`config.mk`:
```
export PLATFORM = sky130hd
export DESIGN_NAME = timer_deadline_queue
export DESIGN_NICKNAME = d
export VERILOG_FILES = /design/src/rtl/tdq_pkg.sv /design/src/rtl/timer_deadline_queue.sv /design/src/rtl/tdq_store.sv /design/src/rtl/tdq_scan.sv
export SDC_FILE = /design/constraint.sdc
export NUM_CORES = 2
export LEC_CHECK = 0
export ABC_AREA = 1
export BUFFER_PORTS_ARGS = -buffer_cell sky130_fd_sc_hd__buf_2
export CAP_MARGIN = 10
export CORE_UTILIZATION = 32
export CTS_CLUSTER_SIZE = 24
export DETAILED_ROUTE_END_ITERATION = 12
export MAX_ROUTING_LAYER = met4
export PLACE_DENSITY = 0.5
export SYNTH_ARGS = -nofsm -noshare
export SYNTH_HDL_FRONTEND = slang
export SYNTH_SLANG_ARGS = --single-unit
export TNS_END_PERCENT = 30
```
`constraint.sdc`:
```
create_clock -name clk -period 15.05 [get_ports clk]
set_clock_uncertainty 0.15 [all_clocks]
set_input_delay 4.515 -clock clk [delete_from_list [all_inputs] [get_ports clk]]
set_output_delay 4.515 -clock clk [all_outputs]
set_load 0.01 [all_outputs]
```
`src/rtl/tdq_pkg.sv`:
```
// Shared types, codes and helpers of the timer deadline queue.
package tdq_pkg;

  localparam int DL_W = 63;
  localparam int ID_W = 16;
  localparam int OP_W = 2;
  localparam int ST_W = 2;

  localparam logic [OP_W-1:0] OP_ADD = 2'd0;
  localparam logic [OP_W-1:0] OP_DEL = 2'd1;
  localparam logic [OP_W-1:0] OP_EXP = 2'd2;

  localparam logic [ST_W-1:0] ST_OK        = 2'd0;
  localparam logic [ST_W-1:0] ST_DUP       = 2'd1;
  localparam logic [ST_W-1:0] ST_FULL      = 2'd2;
  localparam logic [ST_W-1:0] ST_NOT_FOUND = 2'd3;

  localparam int POP_LIMIT = 16;
  localparam int POP_W     = $clog2(POP_LIMIT);
  localparam int POP_CNT_W = $clog2(POP_LIMIT + 1);

  typedef struct packed {
    logic [DL_W-1:0] dl;
    logic [ID_W-1:0] id;
  } entry_t;

  typedef struct packed {
    logic   min_found;
    entry_t min_key;
    logic   match_found;
    logic   free_found;
  } scan_t;

  function automatic logic key_less(entry_t a, entry_t b);
    return (a.dl < b.dl) || ((a.dl == b.dl) && (a.id < b.id));
  endfunction

endpackage

```
`src/rtl/timer_deadline_queue.sv`:
```
// Top level of the timer deadline queue: sequencer, pop buffer and result register.
//
//  channel  | ports                                   | handshake
//  ---------+-----------------------------------------+---------------------------------
//  request  | in_opcode in_timer_id in_deadline        | taken when start && !busy
//           | in_now_time                             |
//  result   | out_status out_expired_* out_last_result | out_valid for one cycle each,
//           | out_timer_count out_earliest_*          | never held off
//
// One pass over the entry memory goes through the single read port and the shared
// key comparator. Add and unused opcodes take one pass, delete one when the key is
// missing and two otherwise, expire one pass per popped timer plus one, then one
// result per cycle.
// busy stays high until the last result is registered; the next request may be
// taken in the cycle that result is shown. Reset empties the set at once.
module timer_deadline_queue #(
  parameter int CAPACITY = 16,
  localparam int IDX_W = $clog2(CAPACITY),
  localparam int CNT_W = $clog2(CAPACITY + 1)
) (
  input  logic                          clk,
  input  logic                          rst_n,
  input  logic                          start,
  output logic                          busy,
  input  logic [tdq_pkg::OP_W-1:0]      in_opcode,
  input  logic [tdq_pkg::ID_W-1:0]      in_timer_id,
  input  logic [tdq_pkg::DL_W-1:0]      in_deadline,
  input  logic [tdq_pkg::DL_W-1:0]      in_now_time,
  output logic                          out_valid,
  output logic [tdq_pkg::ST_W-1:0]      out_status,
  output logic                          out_expired_valid,
  output logic [tdq_pkg::ID_W-1:0]      out_expired_id,
  output logic [tdq_pkg::DL_W-1:0]      out_expired_deadline,
  output logic                          out_last_result,
  output logic [CNT_W-1:0]              out_timer_count,
  output logic                          out_earliest_valid,
  output logic [tdq_pkg::DL_W-1:0]      out_earliest_deadline,
  output logic                          out_earliest_changed
);

  localparam logic [1:0] S_IDLE = 2'd0;
  localparam logic [1:0] S_SCAN = 2'd1;
  localparam logic [1:0] S_EMIT = 2'd2;

  localparam logic [CNT_W-1:0] CAP_CNT = CNT_W'(CAPACITY);
  localparam logic [tdq_pkg::POP_CNT_W-1:0] POP_MAX = tdq_pkg::POP_CNT_W'(tdq_pkg::POP_LIMIT);

  logic [1:0]                         state_r, state_nxt;
  logic                               phase_r, phase_nxt;
  logic [tdq_pkg::OP_W-1:0]           op_r;
  tdq_pkg::entry_t                    key_r;
  logic [tdq_pkg::DL_W-1:0]           now_r;
  logic [CNT_W-1:0]                   scan_cnt_r, scan_cnt_nxt;
  logic [CNT_W-1:0]                   count_r, count_nxt;
  logic                               flag_r, flag_nxt;
  logic                               chg_cand_r, chg_cand_nxt;
  logic [tdq_pkg::POP_CNT_W-1:0]      n_r, n_nxt;
  logic [tdq_pkg::POP_W-1:0]          k_r, k_nxt;
  logic                               ev_r, ev_nxt;
  logic [tdq_pkg::DL_W-1:0]           edl_r, edl_nxt;
  logic                               out_valid_r, out_valid_nxt;
  logic [tdq_pkg::ST_W-1:0]           status_r, status_nxt;
  logic                               oev_r, oev_nxt;
  logic                               last_r, last_nxt;
  tdq_pkg::entry_t                    exp_r;

  tdq_pkg::entry_t                    pbuf [tdq_pkg::POP_LIMIT];

  logic                               accept;
  logic                               rd_en;
  logic                               rd_pend;
  logic [IDX_W-1:0]                   rd_slot;
  logic                               rd_valid;
  tdq_pkg::entry_t                    rd_entry;
  logic                               wr_en;
  logic                               clr_en;
  logic [IDX_W-1:0]                   clr_addr;
  logic                               scan_clr;
  logic                               scan_done;
  tdq_pkg::scan_t                     res;
  logic [IDX_W-1:0]                   min_slot;
  logic [IDX_W-1:0]                   match_slot;
  logic [IDX_W-1:0]                   free_slot;
  logic                               due;
  logic                               new_first;
  logic                               pop_wr;
  logic                               pop_rd;
  logic                               exp_zero;
  logic                               finish;
  logic [tdq_pkg::ST_W-1:0]           fin_status;
  logic                               emit_last;

  tdq_store #(.CAPACITY(CAPACITY)) u_store (
    .clk      (clk),
    .rst_n    (rst_n),
    .rd_en    (rd_en),
    .rd_addr  (scan_cnt_r[IDX_W-1:0]),
    .rd_pend  (rd_pend),
    .rd_slot  (rd_slot),
    .rd_valid (rd_valid),
    .rd_entry (rd_entry),
    .wr_en    (wr_en),
    .wr_addr  (free_slot),
    .wr_entry (key_r),
    .clr_en   (clr_en),
    .clr_addr (clr_addr)
  );

  tdq_scan #(.CAPACITY(CAPACITY)) u_scan (
    .clk        (clk),
    .rst_n      (rst_n),
    .clr        (scan_clr),
    .elem_en    (rd_pend),
    .elem_slot  (rd_slot),
    .elem_valid (rd_valid),
    .elem       (rd_entry),
    .key        (key_r),
    .res        (res),
    .min_slot   (min_slot),
    .match_slot (match_slot),
    .free_slot  (free_slot)
  );

  assign busy      = (state_r != S_IDLE);
  assign accept    = start && (state_r == S_IDLE);
  assign rd_en     = (state_r == S_SCAN) && (scan_cnt_r != CAP_CNT);
  assign scan_done = (state_r == S_SCAN) && (scan_cnt_r == CAP_CNT) && !rd_pend;
  assign due       = res.min_found && (res.min_key.dl <= now_r) && (n_r < POP_MAX);
  assign new_first = !res.min_found || tdq_pkg::key_less(key_r, res.min_key);
  assign emit_last = (tdq_pkg::POP_CNT_W'(k_r) == (n_r - tdq_pkg::POP_CNT_W'(1)));

  always_comb begin
    state_nxt     = state_r;
    phase_nxt     = phase_r;
    scan_cnt_nxt  = scan_cnt_r;
    count_nxt     = count_r;
    flag_nxt      = flag_r;
    chg_cand_nxt  = chg_cand_r;
    n_nxt         = n_r;
    k_nxt         = k_r;
    ev_nxt        = ev_r;
    edl_nxt       = edl_r;
    out_valid_nxt = 1'b0;
    status_nxt    = status_r;
    oev_nxt       = oev_r;
    last_nxt      = last_r;
    scan_clr      = 1'b0;
    wr_en         = 1'b0;
    clr_en        = 1'b0;
    clr_addr      = match_slot;
    pop_wr        = 1'b0;
    pop_rd        = 1'b0;
    exp_zero      = 1'b0;
    finish        = 1'b0;
    fin_status    = tdq_pkg::ST_OK;
    unique case (state_r)
      S_IDLE: begin
        if (start) begin
          state_nxt    = S_SCAN;
          phase_nxt    = 1'b0;
          scan_cnt_nxt = '0;
          n_nxt        = '0;
          scan_clr     = 1'b1;
        end
      end
      S_SCAN: begin
        if (rd_en) begin
          scan_cnt_nxt = scan_cnt_r + CNT_W'(1);
        end
        if (scan_done) begin
          ev_nxt  = res.min_found;
          edl_nxt = res.min_found ? res.min_key.dl : '0;
          unique case (op_r)
            tdq_pkg::OP_ADD: begin
              finish = 1'b1;
              if (res.match_found) begin
                fin_status = tdq_pkg::ST_DUP;
              end else if (!res.free_found) begin
                fin_status = tdq_pkg::ST_FULL;
              end else begin
                wr_en     = 1'b1;
                count_nxt = count_r + CNT_W'(1);
                flag_nxt  = new_first;
                ev_nxt    = 1'b1;
                edl_nxt   = new_first ? key_r.dl : res.min_key.dl;
              end
            end
            tdq_pkg::OP_DEL: begin
              if (phase_r) begin
                if (res.min_found) begin
                  flag_nxt = chg_cand_r;
                end
                finish = 1'b1;
              end else if (!res.match_found) begin
                fin_status = tdq_pkg::ST_NOT_FOUND;
                finish     = 1'b1;
              end else begin
                clr_en       = 1'b1;
                count_nxt    = count_r - CNT_W'(1);
                chg_cand_nxt = (min_slot == match_slot);
                phase_nxt    = 1'b1;
                scan_cnt_nxt = '0;
                scan_clr     = 1'b1;
              end
            end
            tdq_pkg::OP_EXP: begin
              if (due) begin
                clr_en       = 1'b1;
                clr_addr     = min_slot;
                count_nxt    = count_r - CNT_W'(1);
                pop_wr       = 1'b1;
                n_nxt        = n_r + tdq_pkg::POP_CNT_W'(1);
                scan_cnt_nxt = '0;
                scan_clr     = 1'b1;
              end else if (n_r != '0) begin
                flag_nxt  = 1'b1;
                state_nxt = S_EMIT;
                k_nxt     = '0;
              end else begin
                finish = 1'b1;
              end
            end
            default: begin
              finish = 1'b1;
            end
          endcase
        end
      end
      S_EMIT: begin
        pop_rd        = 1'b1;
        out_valid_nxt = 1'b1;
        status_nxt    = tdq_pkg::ST_OK;
        oev_nxt       = 1'b1;
        last_nxt      = emit_last;
        k_nxt         = k_r + tdq_pkg::POP_W'(1);
        if (emit_last) begin
          state_nxt = S_IDLE;
        end
      end
      default: begin
        state_nxt = S_IDLE;
      end
    endcase
    if (finish) begin
      state_nxt     = S_IDLE;
      out_valid_nxt = 1'b1;
      status_nxt    = fin_status;
      oev_nxt       = 1'b0;
      last_nxt      = 1'b1;
      exp_zero      = 1'b1;
    end
  end

  always_ff @(posedge clk) begin
    if (!rst_n) begin
      state_r     <= S_IDLE;
      count_r     <= '0;
      flag_r      <= 1'b0;
      out_valid_r <= 1'b0;
    end else begin
      state_r     <= state_nxt;
      count_r     <= count_nxt;
      flag_r      <= flag_nxt;
      out_valid_r <= out_valid_nxt;
    end
  end

  always_ff @(posedge clk) begin
    if (accept) begin
      op_r  <= in_opcode;
      key_r <= '{dl: in_deadline, id: in_timer_id};
      now_r <= in_now_time;
    end
    phase_r    <= phase_nxt;
    scan_cnt_r <= scan_cnt_nxt;
    chg_cand_r <= chg_cand_nxt;
    n_r        <= n_nxt;
    k_r        <= k_nxt;
    ev_r       <= ev_nxt;
    edl_r      <= edl_nxt;
    status_r   <= status_nxt;
    oev_r      <= oev_nxt;
    last_r     <= last_nxt;
  end

  always_ff @(posedge clk) begin
    if (pop_wr) begin
      pbuf[n_r[tdq_pkg::POP_W-1:0]] <= res.min_key;
    end
    if (pop_rd) begin
      exp_r <= pbuf[k_r];
    end else if (exp_zero) begin
      exp_r <= '0;
    end
  end

  assign out_valid             = out_valid_r;
  assign out_status            = status_r;
  assign out_expired_valid     = oev_r;
  assign out_expired_id        = exp_r.id;
  assign out_expired_deadline  = exp_r.dl;
  assign out_last_result       = last_r;
  assign out_timer_count       = count_r;
  assign out_earliest_valid    = ev_r;
  assign out_earliest_deadline = edl_r;
  assign out_earliest_changed  = flag_r;

endmodule

```
`src/rtl/tdq_store.sv`:
```
// Entry memory with per-slot valid bits and a registered read port.
module tdq_store #(
  parameter int CAPACITY = 16,
  localparam int IDX_W = $clog2(CAPACITY)
) (
  input  logic               clk,
  input  logic               rst_n,
  input  logic               rd_en,
  input  logic [IDX_W-1:0]   rd_addr,
  output logic               rd_pend,
  output logic [IDX_W-1:0]   rd_slot,
  output logic               rd_valid,
  output tdq_pkg::entry_t    rd_entry,
  input  logic               wr_en,
  input  logic [IDX_W-1:0]   wr_addr,
  input  tdq_pkg::entry_t    wr_entry,
  input  logic               clr_en,
  input  logic [IDX_W-1:0]   clr_addr
);

  tdq_pkg::entry_t mem [CAPACITY];
  logic [CAPACITY-1:0] valid_r;
  logic                rd_pend_r;
  logic [IDX_W-1:0]    rd_slot_r;
  logic                rd_valid_r;
  tdq_pkg::entry_t     rd_entry_r;

  always_ff @(posedge clk) begin
    if (wr_en) begin
      mem[wr_addr] <= wr_entry;
    end
    if (rd_en) begin
      rd_entry_r <= mem[rd_addr];
      rd_slot_r  <= rd_addr;
      rd_valid_r <= valid_r[rd_addr];
    end
  end

  always_ff @(posedge clk) begin
    if (!rst_n) begin
      valid_r   <= '0;
      rd_pend_r <= 1'b0;
    end else begin
      rd_pend_r <= rd_en;
      if (wr_en) begin
        valid_r[wr_addr] <= 1'b1;
      end
      if (clr_en) begin
        valid_r[clr_addr] <= 1'b0;
      end
    end
  end

  assign rd_pend  = rd_pend_r;
  assign rd_slot  = rd_slot_r;
  assign rd_valid = rd_valid_r;
  assign rd_entry = rd_entry_r;

endmodule

```
`src/rtl/tdq_scan.sv`:
```
// Shared key comparator that folds one entry per cycle into min, match and free results.
module tdq_scan #(
  parameter int CAPACITY = 16,
  localparam int IDX_W = $clog2(CAPACITY)
) (
  input  logic             clk,
  input  logic             rst_n,
  input  logic             clr,
  input  logic             elem_en,
  input  logic [IDX_W-1:0] elem_slot,
  input  logic             elem_valid,
  input  tdq_pkg::entry_t  elem,
  input  tdq_pkg::entry_t  key,
  output tdq_pkg::scan_t   res,
  output logic [IDX_W-1:0] min_slot,
  output logic [IDX_W-1:0] match_slot,
  output logic [IDX_W-1:0] free_slot
);

  logic             min_found_r;
  tdq_pkg::entry_t  min_key_r;
  logic             match_found_r;
  logic             free_found_r;
  logic [IDX_W-1:0] min_slot_r;
  logic [IDX_W-1:0] match_slot_r;
  logic [IDX_W-1:0] free_slot_r;
  logic             take_min;
  logic             take_match;
  logic             take_free;

  assign take_min   = elem_en && elem_valid &&
                      (!min_found_r || tdq_pkg::key_less(elem, min_key_r));
  assign take_match = elem_en && elem_valid && !match_found_r && (elem == key);
  assign take_free  = elem_en && !elem_valid && !free_found_r;

  always_ff @(posedge clk) begin
    if (!rst_n) begin
      min_found_r   <= 1'b0;
      match_found_r <= 1'b0;
      free_found_r  <= 1'b0;
    end else if (clr) begin
      min_found_r   <= 1'b0;
      match_found_r <= 1'b0;
      free_found_r  <= 1'b0;
    end else begin
      if (take_min) begin
        min_found_r <= 1'b1;
      end
      if (take_match) begin
        match_found_r <= 1'b1;
      end
      if (take_free) begin
        free_found_r <= 1'b1;
      end
    end
  end

  always_ff @(posedge clk) begin
    if (take_min) begin
      min_key_r  <= elem;
      min_slot_r <= elem_slot;
    end
    if (take_match) begin
      match_slot_r <= elem_slot;
    end
    if (take_free) begin
      free_slot_r <= elem_slot;
    end
  end

  assign res        = '{min_found: min_found_r, min_key: min_key_r,
                        match_found: match_found_r, free_found: free_found_r};
  assign min_slot   = min_slot_r;
  assign match_slot = match_slot_r;
  assign free_slot  = free_slot_r;

endmodule

```
# After elaboration in Yosys (flattened, before gate mapping)
# Memory sizes are Yosys's and may differ from the RTL's. A register that Yosys moved wholly into a read port is not among the register bits.
# Cells that the tools add are included.
word_totals:
  in_bits: 147
  ff_bits: 432
  ramBits: 2528
  mem_count: 2
  elab_cells: 234
mem_list:
  columns: ["memory", "words", "width", "rd", "rd_clocked_by_memory_dff", "wr", "line_no", "text"]
  rows:
  - ["pbuf", 16, 79, 1, 1, 1, "timer_deadline_queue.sv:67", "tdq_pkg::entry_t pbuf [tdq_pkg::POP_LIMIT];"]
  - ["u_store.mem", 16, 79, 1, 1, 1, "tdq_store.sv:21", "tdq_pkg::entry_t mem [CAPACITY];"]
classes:
  n_reduce_logical: 45
  order_cmp: 11
  addsub: 6
  mux: 105
  bitwise_logic: 5
  eq_ne: 28
op_table:
  columns: ["operator", "n"]
  rows:
  - ["2-to-1 mux 63 bit", 5]
  - ["2-to-1 mux 79 bit", 2]
  - ["== test 63 bit", 2]
  - ["< comparator 63 bit", 2]
  - ["== test 79 bit", 1]
  - ["2-to-1 mux 5 bit", 14]
  - ["less-or-equal comparator 63 bit", 1]
  - ["2-to-1 mux 16 bit", 3]
  - ["2-to-1 mux 1 bit", 43]
  - ["2-to-1 mux 4 bit", 9]
  - ["< comparator 16 bit", 2]
  - ["case mux 5 bit (2 select lines)", 3]
  - ["2-to-1 mux 2 bit", 14]
  - ["inequality test 2 bit, second input constant", 11]
  - ["bitwise AND 16 bit", 1]
  - ["logical AND 1 bit", 16]
  - ["NOT 16 bit", 1]
  - ["bitwise OR 16 bit", 1]
  - ["adder 5 x 1 -> 5 bit, second input constant", 3]
  - ["< comparator 4 x 5 -> 1 bit, second input constant", 3]
  - ["case mux 5 bit (3 select lines)", 1]
  - ["AND reduction 5 bit", 3]
  - ["inequality test 2 x 1 -> 1 bit, second input constant", 6]
  - ["nonzero test 2 bit", 5]
  - ["29 further kinds", 48]

# Depth between registers and ports, before layout
logic_depth:
  depth_word: 14
  mapped_depth: 21
  mapped_depth_nobuf: 21

# Modules after synthesis
# Synthesis repeated with hierarchy kept, for this count alone.
unflattened:
  hier_cells: 11113
  area_unflattened_um2: 129232.7
by_module_without_submodules:
  columns: ["mod", "n_inst", "seq_area_each_um2", "area_per_inst_um2", "cells_per_inst"]
  rows:
  - ["timer_deadline_queue", 1, 47415.5, 64655.8, 4871]
  - ["tdq_store", 1, 40819.1, 57530.2, 5336]
  - ["tdq_scan", 1, 2792.7, 7046.8, 906]

# Least setup slack after synthesis
# OpenSTA, ideal clock, no wires.
synth_path:
  kind: "in2reg"
  start: "input port start"
  end: "register scan_cnt_r[0] (enable)"
  t_arrival_ns: 11.448
  stages: 4
  path_slack_ns: 3.113
  setup_ns: 0.339
  required_ns: 14.561
  path_cell_list: "inv_1 -> nor2_1 -> inv_1 -> nand2_1"
synth_via:
  elab_chain_len: 2
synth_rtl:
  columns: ["item", "line_no", "text"]
  rows:
  - ["from (decl)", "timer_deadline_queue.sv:23", "input logic start,"]
  - ["inequality test 2 bit (no line)", null, null]
  - ["AND reduction 2 bit (no line)", null, null]
  - ["to (signal assigned)", "timer_deadline_queue.sv:275", "scan_cnt_r <= scan_cnt_nxt;"]
  - ["to (decl)", "timer_deadline_queue.sv:53", "logic [CNT_W-1:0] scan_cnt_r, scan_cnt_nxt;"]
# No other way between the ends.
# A chain may end at the register's enable or synchronous reset.

# Final worst setup path
layout_path:
  start: "register edl_r (netlist bit out_earliest_deadline[34])"
  end: "output port out_earliest_deadline[34] in the netlist's numbering"
layout_rtl:
  columns: ["item", "line_no", "text"]
  rows:
  - ["from (decl)", "timer_deadline_queue.sv:60", "logic [tdq_pkg::DL_W-1:0] edl_r, edl_nxt;"]
  - ["from (signal assigned)", "timer_deadline_queue.sv:280", "edl_r <= edl_nxt;"]
  - ["to (decl)", "timer_deadline_queue.sv:37", "output logic [tdq_pkg::DL_W-1:0] out_earliest_deadline,"]
# No word-level cell between the ends.

==> flow_summary.ini <==
[sta]
final-max-slew-violation-count = 0
final-hold-violation-count = 0
tightestPinTransition_ns = 1.23
fin_tns_setup_ns = 0
setup_viol = 0
relSlewSlack_pct = 18.0
rsz0062_at_grt = no
holdWs_ns = 0.334
clock.fmax_mhz = 154
finalCritPeriodShare_pct = 43.2
min_period_ns = 6.50

[grt]
grt_max_degree = 186
overflow = 0
antenna_found_initial = 58
grtUsageTotal_pct = 19.8
grt_pass1_wl_um = 539000
grt_pass1_vias = 75600

[logic_synthesis]
avgSynthCellArea_um2 = 13.4
synthesis.nets = 9436
synth_seq_area_share_pct = 74.8
synth_edf_count = 3008
synth-main-ff-cell = edfxtp_1
syn_area_mm2 = 0.122
ys_ff_latch = 3043
yosys_warnings = 0
synth.distinct_cells = 48
syn-instance-count = 9055
synthArstFlopShare_pct = 0

[setup_path]
cp.buffers_inverters = 1
required_ns = 10.39
path_max_fanout = 1
worstPathCellList = buf_2
end_kind = primary output
crit_family = flip-flops
r2r-start = u_scan.res[76]
crit_type = reg -> out
max_stage_delay_ns = 0.66
crit_slowest_cell = edfxtp_1
reg2reg_depth = 16
rrSetupSlack_ns = 8.65
arrival_ns = 1.83
rr_endpoint = pbuf[11][24]
critPathLaunchType = flop

[placement]
io_buffer_count = 301
dpl.hpwl_um = 220000
gp_congestion = 0.939

[floorplan]
ios = 302
num_rows = 226
core-area_mm2 = 0.379
die_w_um = 619
die_h_um = 619
dieArea_mm2 = 0.383
start_util_pct = 32.1

[detailed_routing]
first_pass_iters = 6
drt_iter0_drc = 7085
via_count = 77300
drc = 0
wl_per_cell_um = 25.9
via_per_inst = 5.28
wl_um = 380000
postRouteAntennaNets = 0

[layout]
multi_input_area_mm2 = 0.0275
nets = 9711
nFillCells = 35600
drive_gt1_share_pct = 11.0
syn2layout_area_growth_pct = 15.0
register_area_mm2 = 0.0910

[run]
cap_violations = 0

[power]
peakVddDrop_mv = 0.111
power_density_mw_per_mm2 = 135
leakage_nw = 45.9

[clocking]
clkSinkCount = 3043
numCtsBuffers = 330
root_buffer = clkbuf_16
ctsHoldBuffers = 0
clock_latency_ns = 0.95
post_cts_buffers = 0
postCtsResizedCells = 0
cts_tree = yes
cts_max_level = 5
path_clk_slew_ns = 0.07
clk_path_buf_depth = 4

[min_path]
worstHoldPathType = reg -> reg
min_to = out_timer_count[3]
worstHoldStart = out_timer_count[3]
hold_depth = 2

[run_status]
status = complete, no violations
[final cells by class]
cell class / count / share of cell area (%)
antenna: 48 / 0.0859
tap: 5016 / 4.49
sequential: 3043 / 65.1
inverter: 335 / 0.931
multi-input combinational: 5131 / 19.7
clock buffer: 399 / 6.17
timing repair buffer: 489 / 2.17
clock inverter: 200 / 1.37
[worst min-delay path, delay by kind of cell (launching register included)]
family,cells,cell delay [ns]
buffers and inverters,1,0.06
AOI/OAI and AO/OA,1,0.05
DFF,1,0.33
[cell families (layout without fill, tap and decap cells)]
kind of cell	count (synthesis)	after routing	share of synthesized area [%]
xor gates and xnor gates	75	75	0.540
AOI/OAI and AO/OA	2421	2421	11.5
adders and majority gates	234	234	2.41
buffers and inverters	881	1423	2.76
DFF	3043	3043	74.8
and+or+nand+nor	2401	2401	7.99
other	0	48	0
[report_power, final]
group / leakage (nW) / internal, mW / total (mW) / switching, mW
Sequential: 27.3 / 9.41 / 9.57 / 0.158
Combinational: 13.5 / 0.380 / 1.35 / 0.967
Clock: 5.13 / 4.59 / 7.98 / 3.39
Total: 45.9 / 14.4 / 18.9 / 4.52
[registers in the layout (all words and copies together) (netlist names), 16 cells and up, named ones only]
name and cells:
u_store.mem 1264, pbuf 1264, out_earliest_deadline 63, now_r 63
key_r 79, out_expired_deadline 63, u_scan.res 79, u_store.valid_r 16
u_store.rd_entry 79, out_expired_id 16
[cell usage after synthesis, drive strengths merged (33+ instances only)]
library cell  count  area, um^2
o221ai          227        1990
buf              65         292
a21oi           195         980
xnor2            33         289
clkbuf          481        1810
ha              233        2920
inv             331        1240
nand4           133         832
nand3           124         643
nor2           1443        5490
nand2           655        2470
o211ai          124         931
o21ai          1390        6960
o22ai           455        2850
edfxtp         3008       90300
xor2             42         368
dfxtp            35         701
[worst max-delay path by stage]
stage | start | endpoint | slack, ns | depth (start not counted)
after global placement | start | key_r[31] | 8.15 | 5
after floorplan | start | scan_cnt_r[0] | 3.11 | 4
after detailed placement | start | key_r[31] | 8.08 | 5
final | out_earliest_deadline[34] | out_earliest_deadline[34] | 8.55 | 1
after CTS | u_scan.res[76] | pbuf[11][25] | 8.49 | 16
after global routing | u_scan.res[76] | pbuf[11][21] | 8.40 | 16
[metal layers]
metal,wire length (um),global-route usage (%)
met1,157000,24.7
met4,18200,8.71
met2,184000,32.4
met3,22100,2.64
met5,0,-
[stage by stage]
stage | util [%] | setup WS, ns | power (mW) | cell area [um^2] | std cells
2_1_floorplan | - | 3.11 | 10.5 | 122000 | 9055
3_3_place_gp | 34.1 | 8.15 | 11.1 | 129000 | 14000
3_5_place_dp | 34.1 | 8.08 | 11.1 | 129000 | 14000
4_1_cts | 36.9 | 8.49 | 19.1 | 140000 | 14600
5_1_grt | 36.9 | 8.40 | 19.5 | 140000 | 14700
6_report | 36.9 | 8.55 | 18.9 | 140000 | 14700
[layout by cell type (no fill, tap or decap), types with 58 or more instances in the layout]
cell type  Yosys  layout
o221ai_1     227     227
a21oi_1      194     194
inv_1        312     307
o211ai_1     124     124
clkinv_1       4      64
nand3_1      121     121
o21ai_0     1349    1349
nor2_1      1434    1398
o22ai_1      455     455
buf_2         38     301
clkinv_2       0      58
nand4_1      133     133
clkbuf_16      0     335
ha_1         233     233
edfxtp_1    3008    3008
buf_4          0     179
nand2_1      650     648
clkbuf_1     481      64
Note: power is estimated with default switching activity, not from simulation.
